File: src/hw/rtl/qslm_pkg.sv
// shared types and codes of the queued spin lock manager
package qslm_pkg;

   localparam int QSLM_NUM_CPUS = 16;
   localparam int ROLE_W = 2;

   // request codes
   localparam logic [1:0] REQ_LOCK   = 2'd0;
   localparam logic [1:0] REQ_CANCEL = 2'd1;
   localparam logic [1:0] REQ_UNLOCK = 2'd2;
   localparam logic [1:0] REQ_BAD    = 2'd3;

   // per-processor role
   localparam logic [ROLE_W-1:0] ROLE_IDLE = 2'd0;
   localparam logic [ROLE_W-1:0] ROLE_WAIT = 2'd1;
   localparam logic [ROLE_W-1:0] ROLE_OWN  = 2'd2;

   // response status
   localparam logic [2:0] ST_GRANTED   = 3'd0;
   localparam logic [2:0] ST_QUEUED    = 3'd1;
   localparam logic [2:0] ST_CANCELLED = 3'd2;
   localparam logic [2:0] ST_TOO_LATE  = 3'd3;
   localparam logic [2:0] ST_FREED     = 3'd4;
   localparam logic [2:0] ST_HANDOFF   = 3'd5;
   localparam logic [2:0] ST_ERROR     = 3'd6;

   typedef struct packed {
      logic [1:0] req_type;
      logic [3:0] cpu_id;
   } qslm_req_type;

   typedef struct packed {
      logic [2:0] status;
      logic       handoff_valid;
      logic [3:0] handoff_cpu;
   } qslm_rsp_type;

   typedef struct packed {
      logic next_we;
      logic prev_we;
      logic role_we;
   } qslm_wen_type;

endpackage

File: src/hw/rtl/qslm_ram.sv
// generic single-write, single-read ram with registered read data
module qslm_ram #(
   parameter int WIDTH = 8,
   parameter int DEPTH = 16
) (
   input  logic                                   clock,
   input  logic                                   wr_en,
   input  logic [((DEPTH > 1) ? $clog2(DEPTH) : 1)-1:0] wr_addr,
   input  logic [WIDTH-1:0]                       wr_data,
   input  logic [((DEPTH > 1) ? $clog2(DEPTH) : 1)-1:0] rd_addr,
   output logic [WIDTH-1:0]                       rd_data
);

   logic [WIDTH-1:0] mem [DEPTH];
   logic [WIDTH-1:0] rd_data_ff;

   always_ff @(posedge clock) begin
      if (wr_en) begin
         mem[wr_addr] <= wr_data;
      end
      rd_data_ff <= mem[rd_addr];
   end

   assign rd_data = rd_data_ff;

endmodule

File: src/hw/rtl/qslm_seq.sv
// request sequencer: evaluates one transaction against the link tables and writes them back
module qslm_seq #(
   parameter int NUM_CPUS = qslm_pkg::QSLM_NUM_CPUS
) (
   input  logic                                           clock,
   input  logic                                           reset,
   input  logic                                           req_valid,
   output logic                                           req_stall,
   input  qslm_pkg::qslm_req_type                         req_data,
   output logic                                           rsp_valid,
   input  logic                                           rsp_stall,
   output qslm_pkg::qslm_rsp_type                         rsp_data,
   output logic [((NUM_CPUS > 1) ? $clog2(NUM_CPUS) : 1)-1:0] rd_addr,
   output qslm_pkg::qslm_wen_type                         wen,
   output logic [((NUM_CPUS > 1) ? $clog2(NUM_CPUS) : 1)-1:0] next_wr_addr,
   output logic [$clog2(NUM_CPUS + 1)-1:0]                next_wr_data,
   output logic [((NUM_CPUS > 1) ? $clog2(NUM_CPUS) : 1)-1:0] prev_wr_addr,
   output logic [$clog2(NUM_CPUS + 1)-1:0]                prev_wr_data,
   output logic [((NUM_CPUS > 1) ? $clog2(NUM_CPUS) : 1)-1:0] role_wr_addr,
   output logic [qslm_pkg::ROLE_W-1:0]                    role_wr_data,
   input  logic [$clog2(NUM_CPUS + 1)-1:0]                next_rd_data,
   input  logic [$clog2(NUM_CPUS + 1)-1:0]                prev_rd_data,
   input  logic [qslm_pkg::ROLE_W-1:0]                    role_rd_data
);

   import qslm_pkg::*;

   localparam int CPU_W  = (NUM_CPUS > 1) ? $clog2(NUM_CPUS) : 1;
   localparam int SLOT_W = $clog2(NUM_CPUS + 1);

   localparam logic [1:0] S_IDLE = 2'd0;
   localparam logic [1:0] S_EVAL = 2'd1;
   localparam logic [1:0] S_WR2  = 2'd2;

   function automatic logic slot_ok(input logic [SLOT_W-1:0] s);
      slot_ok = (s != '0) && (32'(s) <= NUM_CPUS);
   endfunction

   function automatic logic [CPU_W-1:0] slot_idx(input logic [SLOT_W-1:0] s);
      slot_idx = CPU_W'(s - SLOT_W'(1));
   endfunction

   logic [1:0]          state_ff, state_in;
   qslm_req_type        req_ff, req_in;
   logic [NUM_CPUS-1:0] valid_ff, valid_in;
   logic [SLOT_W-1:0]   tail_ff, tail_in;
   logic                pend_ff, pend_in;
   qslm_rsp_type        res_ff, res_in;
   logic                rsp_valid_ff, rsp_valid_in;
   qslm_rsp_type        rsp_data_ff, rsp_data_in;
   qslm_wen_type        w2_wen_ff, w2_wen_in;
   logic [CPU_W-1:0]    w2_next_addr_ff, w2_next_addr_in;
   logic [SLOT_W-1:0]   w2_next_data_ff, w2_next_data_in;
   logic [CPU_W-1:0]    w2_prev_addr_ff, w2_prev_addr_in;
   logic [SLOT_W-1:0]   w2_prev_data_ff, w2_prev_data_in;

   logic               eval;
   logic               accept;
   logic               out_free;
   logic               cpu_oob;
   logic [CPU_W-1:0]   cpu_idx;
   logic [SLOT_W-1:0]  self_slot;
   logic               vld;
   logic [ROLE_W-1:0]  r_role;
   logic [SLOT_W-1:0]  r_next, r_prev, p_slot, n_slot;
   qslm_rsp_type       res;
   logic               self_wr;
   logic [SLOT_W-1:0]  s_prev;
   logic [ROLE_W-1:0]  s_role;

   assign eval      = (state_ff == S_EVAL);
   assign req_stall = (state_ff != S_IDLE) || pend_ff;
   assign accept    = req_valid && !req_stall;
   assign out_free  = !rsp_valid_ff || !rsp_stall;

   assign cpu_idx   = CPU_W'(req_ff.cpu_id);
   assign cpu_oob   = 32'(req_ff.cpu_id) >= NUM_CPUS;
   assign self_slot = SLOT_W'(cpu_idx) + SLOT_W'(1);

   // entries never written read as their reset value
   assign vld    = valid_ff[cpu_idx];
   assign r_role = vld ? role_rd_data : ROLE_IDLE;
   assign r_next = vld ? next_rd_data : '0;
   assign r_prev = vld ? prev_rd_data : '0;
   assign p_slot = slot_ok(r_prev) ? r_prev : '0;
   assign n_slot = slot_ok(r_next) ? r_next : '0;

   // decision for the transaction under evaluation
   always_comb begin
      res             = '{status: ST_ERROR, handoff_valid: 1'b0, handoff_cpu: 4'd0};
      self_wr         = 1'b0;
      s_prev          = '0;
      s_role          = ROLE_IDLE;
      tail_in         = tail_ff;
      w2_wen_in       = '0;
      w2_next_addr_in = '0;
      w2_next_data_in = '0;
      w2_prev_addr_in = '0;
      w2_prev_data_in = '0;
      if (!cpu_oob) begin
         case (req_ff.req_type)
            REQ_LOCK: begin
               if (r_role == ROLE_IDLE) begin
                  self_wr = 1'b1;
                  tail_in = self_slot;
                  if (!slot_ok(tail_ff)) begin
                     s_role     = ROLE_OWN;
                     res.status = ST_GRANTED;
                  end else begin
                     s_prev            = tail_ff;
                     s_role            = ROLE_WAIT;
                     w2_wen_in.next_we = 1'b1;
                     w2_next_addr_in   = slot_idx(tail_ff);
                     w2_next_data_in   = self_slot;
                     res.status        = ST_QUEUED;
                  end
               end
            end
            REQ_CANCEL: begin
               if (r_role == ROLE_OWN) begin
                  res.status = ST_TOO_LATE;
               end else if (r_role == ROLE_WAIT) begin
                  self_wr    = 1'b1;
                  res.status = ST_CANCELLED;
                  if (n_slot == '0) begin
                     if (tail_ff == self_slot) begin
                        tail_in = p_slot;
                     end
                  end else begin
                     w2_wen_in.prev_we = 1'b1;
                     w2_prev_addr_in   = slot_idx(n_slot);
                     w2_prev_data_in   = p_slot;
                  end
                  // predecessor skips over the leaving waiter
                  if (p_slot != '0) begin
                     w2_wen_in.next_we = 1'b1;
                     w2_next_addr_in   = slot_idx(p_slot);
                     w2_next_data_in   = n_slot;
                  end
               end
            end
            REQ_UNLOCK: begin
               if (r_role == ROLE_OWN) begin
                  self_wr = 1'b1;
                  if (n_slot == '0) begin
                     tail_in    = '0;
                     res.status = ST_FREED;
                  end else begin
                     w2_wen_in.role_we = 1'b1;
                     w2_wen_in.prev_we = 1'b1;
                     w2_prev_addr_in   = slot_idx(n_slot);
                     res.status        = ST_HANDOFF;
                     res.handoff_valid = 1'b1;
                     res.handoff_cpu   = 4'(n_slot - SLOT_W'(1));
                  end
               end
            end
            default: begin
               res.status = ST_ERROR;
            end
         endcase
      end
   end

   // memory ports: own entry in evaluation, neighbor entries in the write-back state
   always_comb begin
      rd_addr = (state_ff == S_IDLE) ? CPU_W'(req_data.cpu_id) : cpu_idx;
      if (eval) begin
         wen.next_we  = self_wr;
         wen.prev_we  = self_wr;
         wen.role_we  = self_wr;
         next_wr_addr = cpu_idx;
         next_wr_data = '0;
         prev_wr_addr = cpu_idx;
         prev_wr_data = s_prev;
         role_wr_addr = cpu_idx;
         role_wr_data = s_role;
      end else begin
         wen.next_we  = (state_ff == S_WR2) && w2_wen_ff.next_we;
         wen.prev_we  = (state_ff == S_WR2) && w2_wen_ff.prev_we;
         wen.role_we  = (state_ff == S_WR2) && w2_wen_ff.role_we;
         next_wr_addr = w2_next_addr_ff;
         next_wr_data = w2_next_data_ff;
         prev_wr_addr = w2_prev_addr_ff;
         prev_wr_data = w2_prev_data_ff;
         role_wr_addr = w2_prev_addr_ff;
         role_wr_data = ROLE_OWN;
      end
   end

   always_comb begin
      state_in     = state_ff;
      req_in       = req_ff;
      valid_in     = valid_ff;
      pend_in      = pend_ff;
      res_in       = res_ff;
      rsp_valid_in = rsp_valid_ff;
      rsp_data_in  = rsp_data_ff;
      case (state_ff)
         S_IDLE: begin
            if (accept) begin
               req_in   = req_data;
               state_in = S_EVAL;
            end
         end
         S_EVAL: begin
            state_in = (w2_wen_in != '0) ? S_WR2 : S_IDLE;
         end
         S_WR2: begin
            state_in = S_IDLE;
         end
         default: begin
            state_in = S_IDLE;
         end
      endcase
      if (eval && self_wr) begin
         valid_in[cpu_idx] = 1'b1;
      end
      if (eval) begin
         if (out_free) begin
            rsp_valid_in = 1'b1;
            rsp_data_in  = res;
         end else begin
            pend_in = 1'b1;
            res_in  = res;
         end
      end else if (pend_ff && out_free) begin
         pend_in      = 1'b0;
         rsp_valid_in = 1'b1;
         rsp_data_in  = res_ff;
      end else if (rsp_valid_ff && !rsp_stall) begin
         rsp_valid_in = 1'b0;
      end
   end

   always_ff @(posedge clock) begin
      if (reset) begin
         state_ff     <= S_IDLE;
         valid_ff     <= '0;
         tail_ff      <= '0;
         pend_ff      <= 1'b0;
         rsp_valid_ff <= 1'b0;
         w2_wen_ff    <= '0;
      end else begin
         state_ff     <= state_in;
         valid_ff     <= valid_in;
         pend_ff      <= pend_in;
         rsp_valid_ff <= rsp_valid_in;
         if (eval) begin
            tail_ff   <= tail_in;
            w2_wen_ff <= w2_wen_in;
         end
      end
   end

   always_ff @(posedge clock) begin
      req_ff      <= req_in;
      res_ff      <= res_in;
      rsp_data_ff <= rsp_data_in;
      if (eval) begin
         w2_next_addr_ff <= w2_next_addr_in;
         w2_next_data_ff <= w2_next_data_in;
         w2_prev_addr_ff <= w2_prev_addr_in;
         w2_prev_data_ff <= w2_prev_data_in;
      end
   end

   assign rsp_valid = rsp_valid_ff;
   assign rsp_data  = rsp_data_ff;

endmodule

File: src/hw/rtl/queued_spin_lock_manager.sv
// queued spin lock manager: top level with link tables and sequencer
// Usage:
//   req channel: one lock, cancel or unlock transaction per processor request,
//     accepted when req_valid is high and req_stall low.
//   rsp channel: exactly one response per request (status, handoff_valid,
//     handoff_cpu), taken when rsp_valid is high and rsp_stall low.
// The accepted request is registered, evaluated in S_EVAL and its response
//   registered; requests are taken one at a time, plus a write-back state
//   when a neighbor queue entry must also be rewritten (queued lock, cancel
//   of a linked waiter, handoff): each link table has a single write port.
// The next/prev/role tables sit in three synchronous rams read at the
//   requesting processor's entry; one request is in flight at a time.
// Reset clears the tail, the per-entry valid bits (unwritten entries read as
//   idle with no links) and the response register; no clearing pass is needed.
// A stalled response holds; one further response is parked internally, after
//   which req_stall stays high until the receiver takes a response.
module queued_spin_lock_manager #(
   parameter int NUM_CPUS = qslm_pkg::QSLM_NUM_CPUS
) (
   input  logic                   clock,
   input  logic                   reset,
   input  logic                   req_valid,
   output logic                   req_stall,
   input  qslm_pkg::qslm_req_type req_data,
   output logic                   rsp_valid,
   input  logic                   rsp_stall,
   output qslm_pkg::qslm_rsp_type rsp_data
);

   import qslm_pkg::*;

   localparam int CPU_W  = (NUM_CPUS > 1) ? $clog2(NUM_CPUS) : 1;
   localparam int SLOT_W = $clog2(NUM_CPUS + 1);

   qslm_wen_type      wen;
   logic [CPU_W-1:0]  rd_addr;
   logic [CPU_W-1:0]  next_wr_addr, prev_wr_addr, role_wr_addr;
   logic [SLOT_W-1:0] next_wr_data, prev_wr_data;
   logic [ROLE_W-1:0] role_wr_data;
   logic [SLOT_W-1:0] next_rd_data, prev_rd_data;
   logic [ROLE_W-1:0] role_rd_data;

   qslm_ram #(.WIDTH(SLOT_W), .DEPTH(NUM_CPUS)) u_next_ram (
      .clock   (clock),
      .wr_en   (wen.next_we),
      .wr_addr (next_wr_addr),
      .wr_data (next_wr_data),
      .rd_addr (rd_addr),
      .rd_data (next_rd_data)
   );

   qslm_ram #(.WIDTH(SLOT_W), .DEPTH(NUM_CPUS)) u_prev_ram (
      .clock   (clock),
      .wr_en   (wen.prev_we),
      .wr_addr (prev_wr_addr),
      .wr_data (prev_wr_data),
      .rd_addr (rd_addr),
      .rd_data (prev_rd_data)
   );

   qslm_ram #(.WIDTH(ROLE_W), .DEPTH(NUM_CPUS)) u_role_ram (
      .clock   (clock),
      .wr_en   (wen.role_we),
      .wr_addr (role_wr_addr),
      .wr_data (role_wr_data),
      .rd_addr (rd_addr),
      .rd_data (role_rd_data)
   );

   qslm_seq #(.NUM_CPUS(NUM_CPUS)) u_seq (
      .clock        (clock),
      .reset        (reset),
      .req_valid    (req_valid),
      .req_stall    (req_stall),
      .req_data     (req_data),
      .rsp_valid    (rsp_valid),
      .rsp_stall    (rsp_stall),
      .rsp_data     (rsp_data),
      .rd_addr      (rd_addr),
      .wen          (wen),
      .next_wr_addr (next_wr_addr),
      .next_wr_data (next_wr_data),
      .prev_wr_addr (prev_wr_addr),
      .prev_wr_data (prev_wr_data),
      .role_wr_addr (role_wr_addr),
      .role_wr_data (role_wr_data),
      .next_rd_data (next_rd_data),
      .prev_rd_data (prev_rd_data),
      .role_rd_data (role_rd_data)
   );

endmodule

File: config.mk
export PLATFORM = sky130hd
export DESIGN_NAME = queued_spin_lock_manager
export DESIGN_NICKNAME = d
export VERILOG_FILES = /design/src/hw/rtl/qslm_pkg.sv /design/src/hw/rtl/qslm_ram.sv /design/src/hw/rtl/qslm_seq.sv /design/src/hw/rtl/queued_spin_lock_manager.sv
export SDC_FILE = /design/constraint.sdc
export NUM_CORES = 1
export LEC_CHECK = 0
export BUFFER_PORTS_ARGS = -buffer_cell sky130_fd_sc_hd__buf_2
export CAP_MARGIN = 20
export CORE_UTILIZATION = 50
export DETAILED_ROUTE_END_ITERATION = 10
export PLACE_DENSITY = 0.73
export SLEW_MARGIN = 20
export SYNTH_ARGS = -nofsm -noshare
export SYNTH_HDL_FRONTEND = slang
export SYNTH_HIERARCHICAL = 1
export SYNTH_SLANG_ARGS = --single-unit
File: constraint.sdc
create_clock -name clock -period 12.9 [get_ports clock]
set_clock_uncertainty 0.15 [all_clocks]
set_input_delay 2.58 -clock clock [delete_from_list [all_inputs] [get_ports clock]]
set_output_delay 2.58 -clock clock [all_outputs]
set_load 0.1 [all_outputs]
-- After elaboration in Yosys (flattened, before gate mapping)
Memories as Yosys holds them, arrays and structs flattened. A register that Yosys moved wholly into a read port is not among the register bits.
Cells that the tools add are included.
- register bits: 68
- memory bits (writable): 192
- input bits: 10
- output and inout bits: 10
- memories: 3
- memory list (name ; words ; bits a word ; read ports ; clocked after memory_dff ; wr ports ; line ; text):
    u_next_ram.mem ; 16 ; 5 ; 1 ; 1 ; 1 ; qslm_ram.sv:14 ; logic [WIDTH-1:0] mem [DEPTH];
    u_prev_ram.mem ; 16 ; 5 ; 1 ; 1 ; 1 ; qslm_ram.sv:14 ;
    u_role_ram.mem ; 16 ; 2 ; 1 ; 1 ; 1 ; qslm_ram.sv:14 ;
- add/sub/neg operators: 4
- order comparisons: 5
- equality and inequality tests: 17
- mux-type cells: 91
- bitwise gates (word level): 4
- reduce and logical (&&, ||, !) cells: 36
- operators with widths (cell ; number):
    two-way mux 5 bit ; 23
    two-way mux 4 bit ; 12
    two-way mux 1 bit ; 26
    two-way mux 8 bit ; 3
    two-way mux 2 bit ; 11
    nonzero test 5 bit ; 4
    OR 16 bit ; 1
    one-hot mux 4 bit (2 select lines) ; 2
    less-or-equal comparator 5 bit, second input constant ; 3
    one-hot mux 5 bit (3 select lines) ; 1
    inequality test 2 x 1 -> 1 bit, second input constant ; 7
    two-way mux 3 bit ; 4
    subtractor 4 x 1 -> 4 bit, second input constant ; 3
    logical AND 1 bit ; 11
    one-hot mux 5 bit (2 select lines) ; 1
    AND reduction 2 bit ; 5
    one-hot mux 3 bit (3 select lines) ; 1
    AND reduction 9 bit ; 1
    nonzero test 3 bit ; 3
    two-way mux 7 bit ; 1
    equality test 2 x 1 -> 1 bit, second input constant ; 3
    equality test 2 bit, second input constant ; 3
    zero test 2 bit ; 3
    inequality test 2 bit, second input constant ; 3
    other kinds (15) ; 22

-- Logic depth before layout (Yosys ltp)
Gate-level depths: netlist of run 1.
- depth in word-level cells: 14
- mapped depth: 19

-- Cells and area by module
Netlist of run 1, hierarchy kept.
- modules (own cells, without submodules) (module ; times used ; cells an instance ; area each (um^2) ; sequential area each (um^2)):
    qslm_ram (u_next_ram ...) ; 2 ; 155 ; 3213.1 ; 2502.4
    qslm_seq ; 1 ; 394 ; 3767.4 ; 1761.7
    qslm_ram (u_role_ram) ; 1 ; 78 ; 1380.1 ; 1001.0

-- Worst setup path before layout of run 1
OpenSTA, ideal clock, no wires.
- kind: register -> register
- start: register u_seq.req_ff (netlist bit u_seq/cpu_idx[1])
- end: memory u_next_ram/mem[0][0] (netlist name), enable pin
- library setup time: 0.374 ns
- arrival: 4.112 ns
- data required time: 12.376 ns
- setup slack: 8.265 ns
- stages on the path, launching flop included: 15
- path buffers: 3
- period minus slack after synthesis: 4.635 ns
- path through: edfxtp_1 buf_6 mux4_2 o21a_4 or2_4 clkbuf_1 and2_1 inv_1 ha_1 nand2_1 a311oi_2 clkbuf_1 a21o_1 or3b_2 nor3_1
- RTL lines (item ; line ; text):
    start, declared ; qslm_seq.sv:44 ; qslm_req_type req_ff, req_in;
    start signal, assigned ; qslm_seq.sv:257 ; req_ff <= req_in;
    end, declared ; qslm_ram.sv:14 ;

==> metrics, run 1 <==
FF-to-FF setup slack=7.99 ns; Num Clock Sinks=272; Placed Instances=1061; TritonRoute pass-1 iters=5; Synth area leader=edfxtp_1; cell with the most instances after synthesis=edfxtp_1; Relative slew margins=32.5%; internal power=0.00155 W; crit end category=register; antenna viol nets, final=0; crit-path cells=mux4_2 -> o21a_4 -> or2_4 -> and2_1 -> ha_1 -> inv_1 -> and3_1 -> inv_1 -> ha_1 -> nor2b_1 -> nor2_1 -> a41o_1 -> a21oi_2 -> a21oi_1 -> mux2_2; Core Area=22600 um^2; die area=23800 um^2; crit-path leading delay family=simple AND/OR/NAND/NOR gates; Post-Route WL=24000 um; htree depth=1; first-pass GRT wire length=37500 um; clk_lat worst skew=0.54 ns; Startpoint Class=register; Arr. time, crit path=5.04 ns; largest net degree at the start of global routing=39; Non-Filler Instances=1113; clk buf depth=3; # diodes=0; vias per cell=6.09; Final min period=4.91 ns; Gate Count Post-Synth=782; final core occ=57.2%; Min-Delay Path Depth=2; Hold Violations, Final=0; #FFs+latches synth=272; Synth area leaders=edfxtp_1 (60%), mux4_2 (8.8%), dfxtp_1 (6.9%); RSZ-0062 raised after global routing=no; Seq pwr share=49.0%; Pwr per Cell Area=155 nW/um^2; r2r startpoint=u_seq/cpu_idx[1]$_DFFE_PP_; I/O pin count=20; Reg clk slew, reported paths=0.06 ns; clock power share=42.0%; CP max FO=15; status=completed; via count=6783; All-Layer GR Usage=20.7%; routability cong.=0.926; Setup WS pre-CTS=7.90 ns; Remaining DRCs=0; CTS tree=done; leakage power=4.40 nW; Area Overhead vs Synth=11.8%; detailed router's first-iteration violation count=614; NetSw=0.000459 W; Starting Density=51.1%; peak supply drop=84.3 uV; Max stage delay on crit path=0.69 ns; Hold Crit Start=u_seq/valid_ff[12]$_SDFFE_PP0P_; die height=154 um; Worst Tran Pin Value=1.00 ns; r2r endpoint=u_seq/rsp_data[5]$_DFFE_PP_; sw frac=22.8%; EDFF count, synth=232; commonest cells in the netlist=edfxtp_1 (232), nor2_1 (86), nand2_1 (62); vias in the first global route=6666; DP HPWL=15900 um; Max Cap Viol=0; Slew Limit Fails=0; final setup fails=0; hold endpoint=u_seq/valid_ff[12]$_SDFFE_PP0P_; Nets=833; WP buf/inv=2; TNS Setup=0 ns; Syn Area/Cell=14.8 um^2; Clock Tree Root=clkbuf_16; Cell Rows=55; post-synth top area share=60.2%; post-layout worst setup margin=7.99 ns; worst min path class=reg2reg; yosys warns=6; combinational share of power=9.0%; post-cts resize count=0; Synth cell types=62; Hold Buf Count CTS=0; Required @ worst endpoint=13.04 ns; layout cell share with drive strength beyond 1=16.8%; Post-Syn Area=11600 um^2; PortBufs=19; Fmax=204 MHz; Mapped Nets=809; Post-synth ARST share=0%; worst setup path class=reg2reg; final worst-path cycle share=38.0%; slowest stage cell, crit path=edfxtp_1; Die Span X=154 um; prevailing post-synth register cell=edfxtp_1; initial antenna violation count=0; Seq/Total Area, Yosys=67.1%; CTS Buf Count=28; worst reg-to-reg path cell count=15; Avg WL per Cell=21.5 um; postcts setup bufs=0; GR Overflow Total=0; Filler cells=1727
==> cell type report <==
cell class	instances	area, um^2	share of cell area [%]
inverters	18	67.6	0.522
well taps	285	357	2.76
repair buffers	27	155	1.20
clock buffers	33	751	5.80
clock inverters	19	233	1.80
multi-input cells	459	3610	27.9
flip-flops and latches	272	7770	60.0
==> placed cells by master (no fill, tap or decap), types with 4 or more instances in the layout <==
| master | synthesis | final |
|---|---|---|
| a21oi_1 | 20 | 20 |
| a22oi_1 | 13 | 13 |
| a31oi_1 | 19 | 19 |
| and2_1 | 13 | 13 |
| and3_1 | 5 | 5 |
| buf_2 | 6 | 19 |
| buf_4 | 6 | 8 |
| bufinv_16 | 0 | 5 |
| clkbuf_16 | 0 | 29 |
| clkinv_2 | 0 | 7 |
| dfxtp_1 | 40 | 40 |
| edfxtp_1 | 232 | 232 |
| ha_1 | 17 | 17 |
| inv_1 | 17 | 17 |
| mux2i_1 | 6 | 6 |
| mux4_1 | 4 | 4 |
| mux4_2 | 45 | 45 |
| nand2_1 | 62 | 62 |
| nand2b_1 | 13 | 13 |
| nand3_1 | 31 | 31 |
| nand3b_1 | 7 | 7 |
| nor2_1 | 86 | 86 |
| nor2b_1 | 13 | 13 |
| nor3_1 | 20 | 20 |
| o21ai_0 | 11 | 8 |
| o22ai_1 | 4 | 4 |
| o311ai_0 | 4 | 4 |
| xnor2_1 | 8 | 8 |
| xor2_1 | 4 | 4 |
==> layer usage <==
metal	track usage, %	up-vias	wire [um]
li1	-	3062	-
met4	6.48	0	648
met1	28.5	3415	10100
met2	34.1	260	11700
met5	0	-	0
met3	3.38	46	1600
==> worst reg2reg max path, cell delays in order (launching register included) <==
cell and delay, ns:
edfxtp_1 0.69, mux4_2 0.60, o21a_4 0.25, or2_4 0.34
and2_1 0.20, ha_1 0.34, inv_1 0.07, and3_1 0.21
inv_1 0.09, ha_1 0.17, nor2b_1 0.42, nor2_1 0.08
a41o_1 0.22, a21oi_2 0.33, a21oi_1 0.19, mux2_2 0.30
==> power by group through the flow <==
stage | sequential (W) | clock (W) | combinational (W)
floorplan | 0.00100 | 0 | 0.000128
global placement | 0.00100 | 0 | 0.000177
detailed placement | 0.00100 | 0 | 0.000179
CTS | 0.000985 | 0.000857 | 0.000179
global route | 0.000986 | 0.000891 | 0.000196
finish | 0.000985 | 0.000844 | 0.000181
==> registers in the layout, indices dropped and copies added, names as in the netlist, 4 cells and up <==
register and cells:
u_seq/w2_next_addr_ff 4, u_prev_ram/mem 80, u_seq/w2_next_data_ff 5, u_seq/cpu_idx 4, u_seq/rsp_data 8, u_next_ram/mem 80
u_role_ram/mem 32, u_seq/valid_ff 16, u_prev_ram/rd_data 5, u_seq/w2_prev_addr_ff 4, u_seq/res_ff 8, u_seq/tail_ff 5
u_seq/w2_prev_data_ff 5, u_next_ram/rd_data 5
==> worst max-delay path by stage <==
stage	to	slack, ns	depth (start not counted)	start
5_1_grt	u_seq/rsp_data[5]$_DFFE_PP_	7.77	15	u_seq/cpu_idx[1]$_DFFE_PP_
6_report	u_seq/rsp_data[5]$_DFFE_PP_	7.99	15	u_seq/cpu_idx[1]$_DFFE_PP_
3_3_place_gp	u_prev_ram/rd_data[0]$_DFF_P_	7.92	7	req_data[0]
2_1_floorplan	u_next_ram/mem[0][0]$_DFFE_PP_	8.26	14	u_seq/cpu_idx[1]$_DFFE_PP_
3_5_place_dp	u_prev_ram/rd_data[2]$_DFF_P_	7.90	7	req_data[0]
4_1_cts	u_next_ram/mem[0][4]$_DFFE_PP_	8.05	11	u_seq/cpu_idx[1]$_DFFE_PP_
==> per-stage QoR <==
step | hold WS, ns | cell area (um^2) | total power, W
4_1_cts | 0.317 | 12900 | 0.00202
3_5_place_dp | 0.302 | 12000 | 0.00118
3_3_place_gp | 0.296 | 11900 | 0.00118
6_report | 0.324 | 12900 | 0.00201
2_1_floorplan | 0.282 | 11600 | 0.00113
5_1_grt | 0.339 | 12900 | 0.00207
==> cells by family (layout without fill, tap and decap cells) <==
logic type	after synthesis	after routing	synth area share, %
AO/OA/AOI/OAI	113	113	7.06
XOR/XNOR	12	12	0.908
adder cells (fa/ha/maj)	17	17	1.84
buffers and inverters	51	97	2.17
flip-flops	272	272	67.1
multiplexers	58	58	10.5
AND/OR/NAND/NOR	259	259	10.4
Note: power is estimated with default switching activity, not from simulation.
==> inputs of run 2 (changes only) <==
==> constraint.sdc (replaced) <==
create_clock -name clock -period 4.9 [get_ports clock]
set_clock_uncertainty 0.15 [all_clocks]
set_input_delay 0.98 -clock clock [delete_from_list [all_inputs] [get_ports clock]]
set_output_delay 0.98 -clock clock [all_outputs]
set_load 0.1 [all_outputs]
==> run 2 against run 1 <==
Net effect:
- wire length decreased by 1.5%
- setup slack got worse by 7.4 ns
- power grew to 2.6 times the previous value
- critical path depth fell by 1
- combinational power increased to 2.7 times the previous value
- fmax rose by 13%
- count of clock-buffer cells in the layout increased by 2
- non-clock buffer count rose by 13
- die area unchanged
- largest power group unchanged
==> metrics, run 2 (synthesis gave the netlist of run 1 again) <==
status=completed; first-pass GRT wire length=36900 um (-1.7%); Fin Hold WS=0.334 ns (+0.0104 ns); Remaining DRCs=0 (unchanged); CP max FO=17 (+2); Post-Route WL=23600 um (-1.5%); final worst-path cycle share=88.9% (+51 points); worst setup path class=reg2reg; Clock Tree Root=clkbuf_16; Area Overhead vs Synth=12.0%; PortBufs=19 (unchanged); crit end category=register; largest net degree at the start of global routing=38 (-2.6%); die height=154 um (unchanged); post-route cell area=13000 um^2 (+0.14%); clk_lat worst skew=0.55 ns (about the same); Num Clock Sinks=272 (unchanged); Core Area=22600 um^2 (unchanged); clk buf depth=3 (unchanged); antenna viol nets, final=0 (unchanged); I/O pin count=20 (unchanged); htree depth=1 (unchanged); vias in the first global route=6666 (unchanged); Hold Buf Count CTS=0 (unchanged); Final min period=4.35 ns (-0.552 ns); highest metal used=met4; Die Span X=154 um (unchanged); CTS tree=done; Cell Rows=55 (unchanged); postcts setup bufs=0 (unchanged); vias per cell=5.97 (-2.1%); Starting Density=51.1% (unchanged); Startpoint Class=register; Setup WS pre-CTS=0.626 ns (-7.27 ns); DR WL met3=1520 um (-5.1%); commonest non-fill, non-tap cell in the layout=edfxtp_1; most frequent cells in the layout=edfxtp_1 (232), nor2_1 (86), nand2_1 (62); routability cong.=0.973 (+5.1%); leakage power=4.44 nW (+0.85%); RSZ-0062 raised after global routing=no; Required @ worst endpoint=4.97 ns (-8.07 ns); routed wire length on met2=11000 um (-5.5%); Fmax=230 MHz (+13%); layout cell share with drive strength beyond 1=17.6% (+0.81 points); Max Cap Viol=0 (unchanged); Slew Limit Fails=0 (unchanged); Worst Tran Pin Value=0.831 ns (-0.171 ns); Nets=846 (+1.6%); Relative slew margins=44.2% (+12 points); GR Overflow Total=0 (unchanged); post-cts resize count=0 (unchanged); slowest stage cell, crit path=or3b_2; Avg WL per Cell=21.0 um (-2.6%); # diodes=0 (unchanged); TNS Setup=0 ns (unchanged); final core occ=57.2% (+0.077 points); crit-path cells=buf_4 -> inv_1 -> a32oi_1 -> and3_1 -> or2_4 -> and2_1 -> inv_1 -> ha_1 -> nand2_1 -> a311oi_2 -> buf_4 -> a21o_1 -> or3b_2 -> nor3_1; CTS Buf Count=28 (unchanged); via count=6719 (-0.94%); Reg clk slew, reported paths=0.06 ns (about the same); final setup fails=0 (unchanged); initial antenna violation count=0 (unchanged); peak supply drop=252 uV (+200%); met1 wire length=10100 um (+0.53%); Arr. time, crit path=4.42 ns (-0.62 ns); Pwr per Cell Area=397 nW/um^2 (+160%); Hold Violations, Final=0 (unchanged); worst min path class=reg2reg; detailed router's first-iteration violation count=686 (+12%); DP HPWL=16000 um (+0.34%); post-layout worst setup margin=0.546 ns (-7.45 ns); TritonRoute pass-1 iters=7 (+2); Max stage delay on crit path=0.52 ns (-0.17 ns); top flop regs=u_next_ram/mem: 80 flops, u_prev_ram/mem: 80 flops, u_role_ram/mem: 32 flops; die area=23800 um^2 (unchanged); Placement Cell Area=12100 um^2 (+0.85%); All-Layer GR Usage=20.3% (-0.44 points)
## run 2: cell count changes in the layout (fill, tap and decap cells not counted), moves of 2 or more
cell / delta
o31ai_2: +2
bufinv_16: -2
inv_6: -2
buf_4: +12
o31ai_4: -2
clkbuf_1: +4
clkinvlp_4: -2
## run 2: power breakdown
| group | total, W | switching, W | leakage, nW | internal (W) |
|---|---|---|---|---|
| Sequential | 0.00259 | 0.0000319 | 2.44 | 0.00255 |
| Combinational | 0.000488 | 0.000311 | 1.56 | 0.000177 |
| Clock | 0.00207 | 0.000849 | 0.447 | 0.00122 |
## run 2: cell type report
cell class	count	area, um^2
fillers	1677	9680
clock inverters	17	181
well taps	285	357
repair buffers	40	265
clock buffers	35	727
flip-flops and latches	272	7770
multi-input cells	459	3590
inverters	18	67.6
## run 2: path summary, 6_finish.rpt
path	start	endpoint	slack, ns	depth (start not counted)
setup / recovery	u_seq/cpu_idx[1]$_DFFE_PP_	u_role_ram/mem[0][1]$_DFFE_PP_	0.55	14
hold / removal	u_seq/valid_ff[12]$_SDFFE_PP0P_	u_seq/valid_ff[12]$_SDFFE_PP0P_	0.33	2
setup reg to reg	u_seq/cpu_idx[1]$_DFFE_PP_	u_role_ram/mem[0][1]$_DFFE_PP_	0.55	14
hold reg to reg	u_seq/valid_ff[12]$_SDFFE_PP0P_	u_seq/valid_ff[12]$_SDFFE_PP0P_	0.33	2
## run 2: layer usage
layer / vias up / GRT usage [%]
li1: 3101 / -
met5: - / 0
met3: 62 / 3.64
met1: 3300 / 27.9
met2: 256 / 31.9
met4: 0 / 9.10
## run 2: critical path, delay by kind of cell (launching register included)
family | cells | cell delay, ns
simple gates | 6 | 1.75
compound gates | 3 | 0.73
flops | 1 | 0.42
buf+inv | 4 | 0.75
fa+ha+maj | 1 | 0.25
## run 2: per-stage QoR
| stage | total power [W] | std cells |
|---|---|---|
| 2_1_floorplan | 0.00298 | 782 |
| 3_3_place_gp | 0.00311 | 1074 |
| 3_5_place_dp | 0.00312 | 1074 |
| 4_1_cts | 0.00518 | 1126 |
| 5_1_grt | 0.00532 | 1126 |
| 6_report | 0.00514 | 1126 |
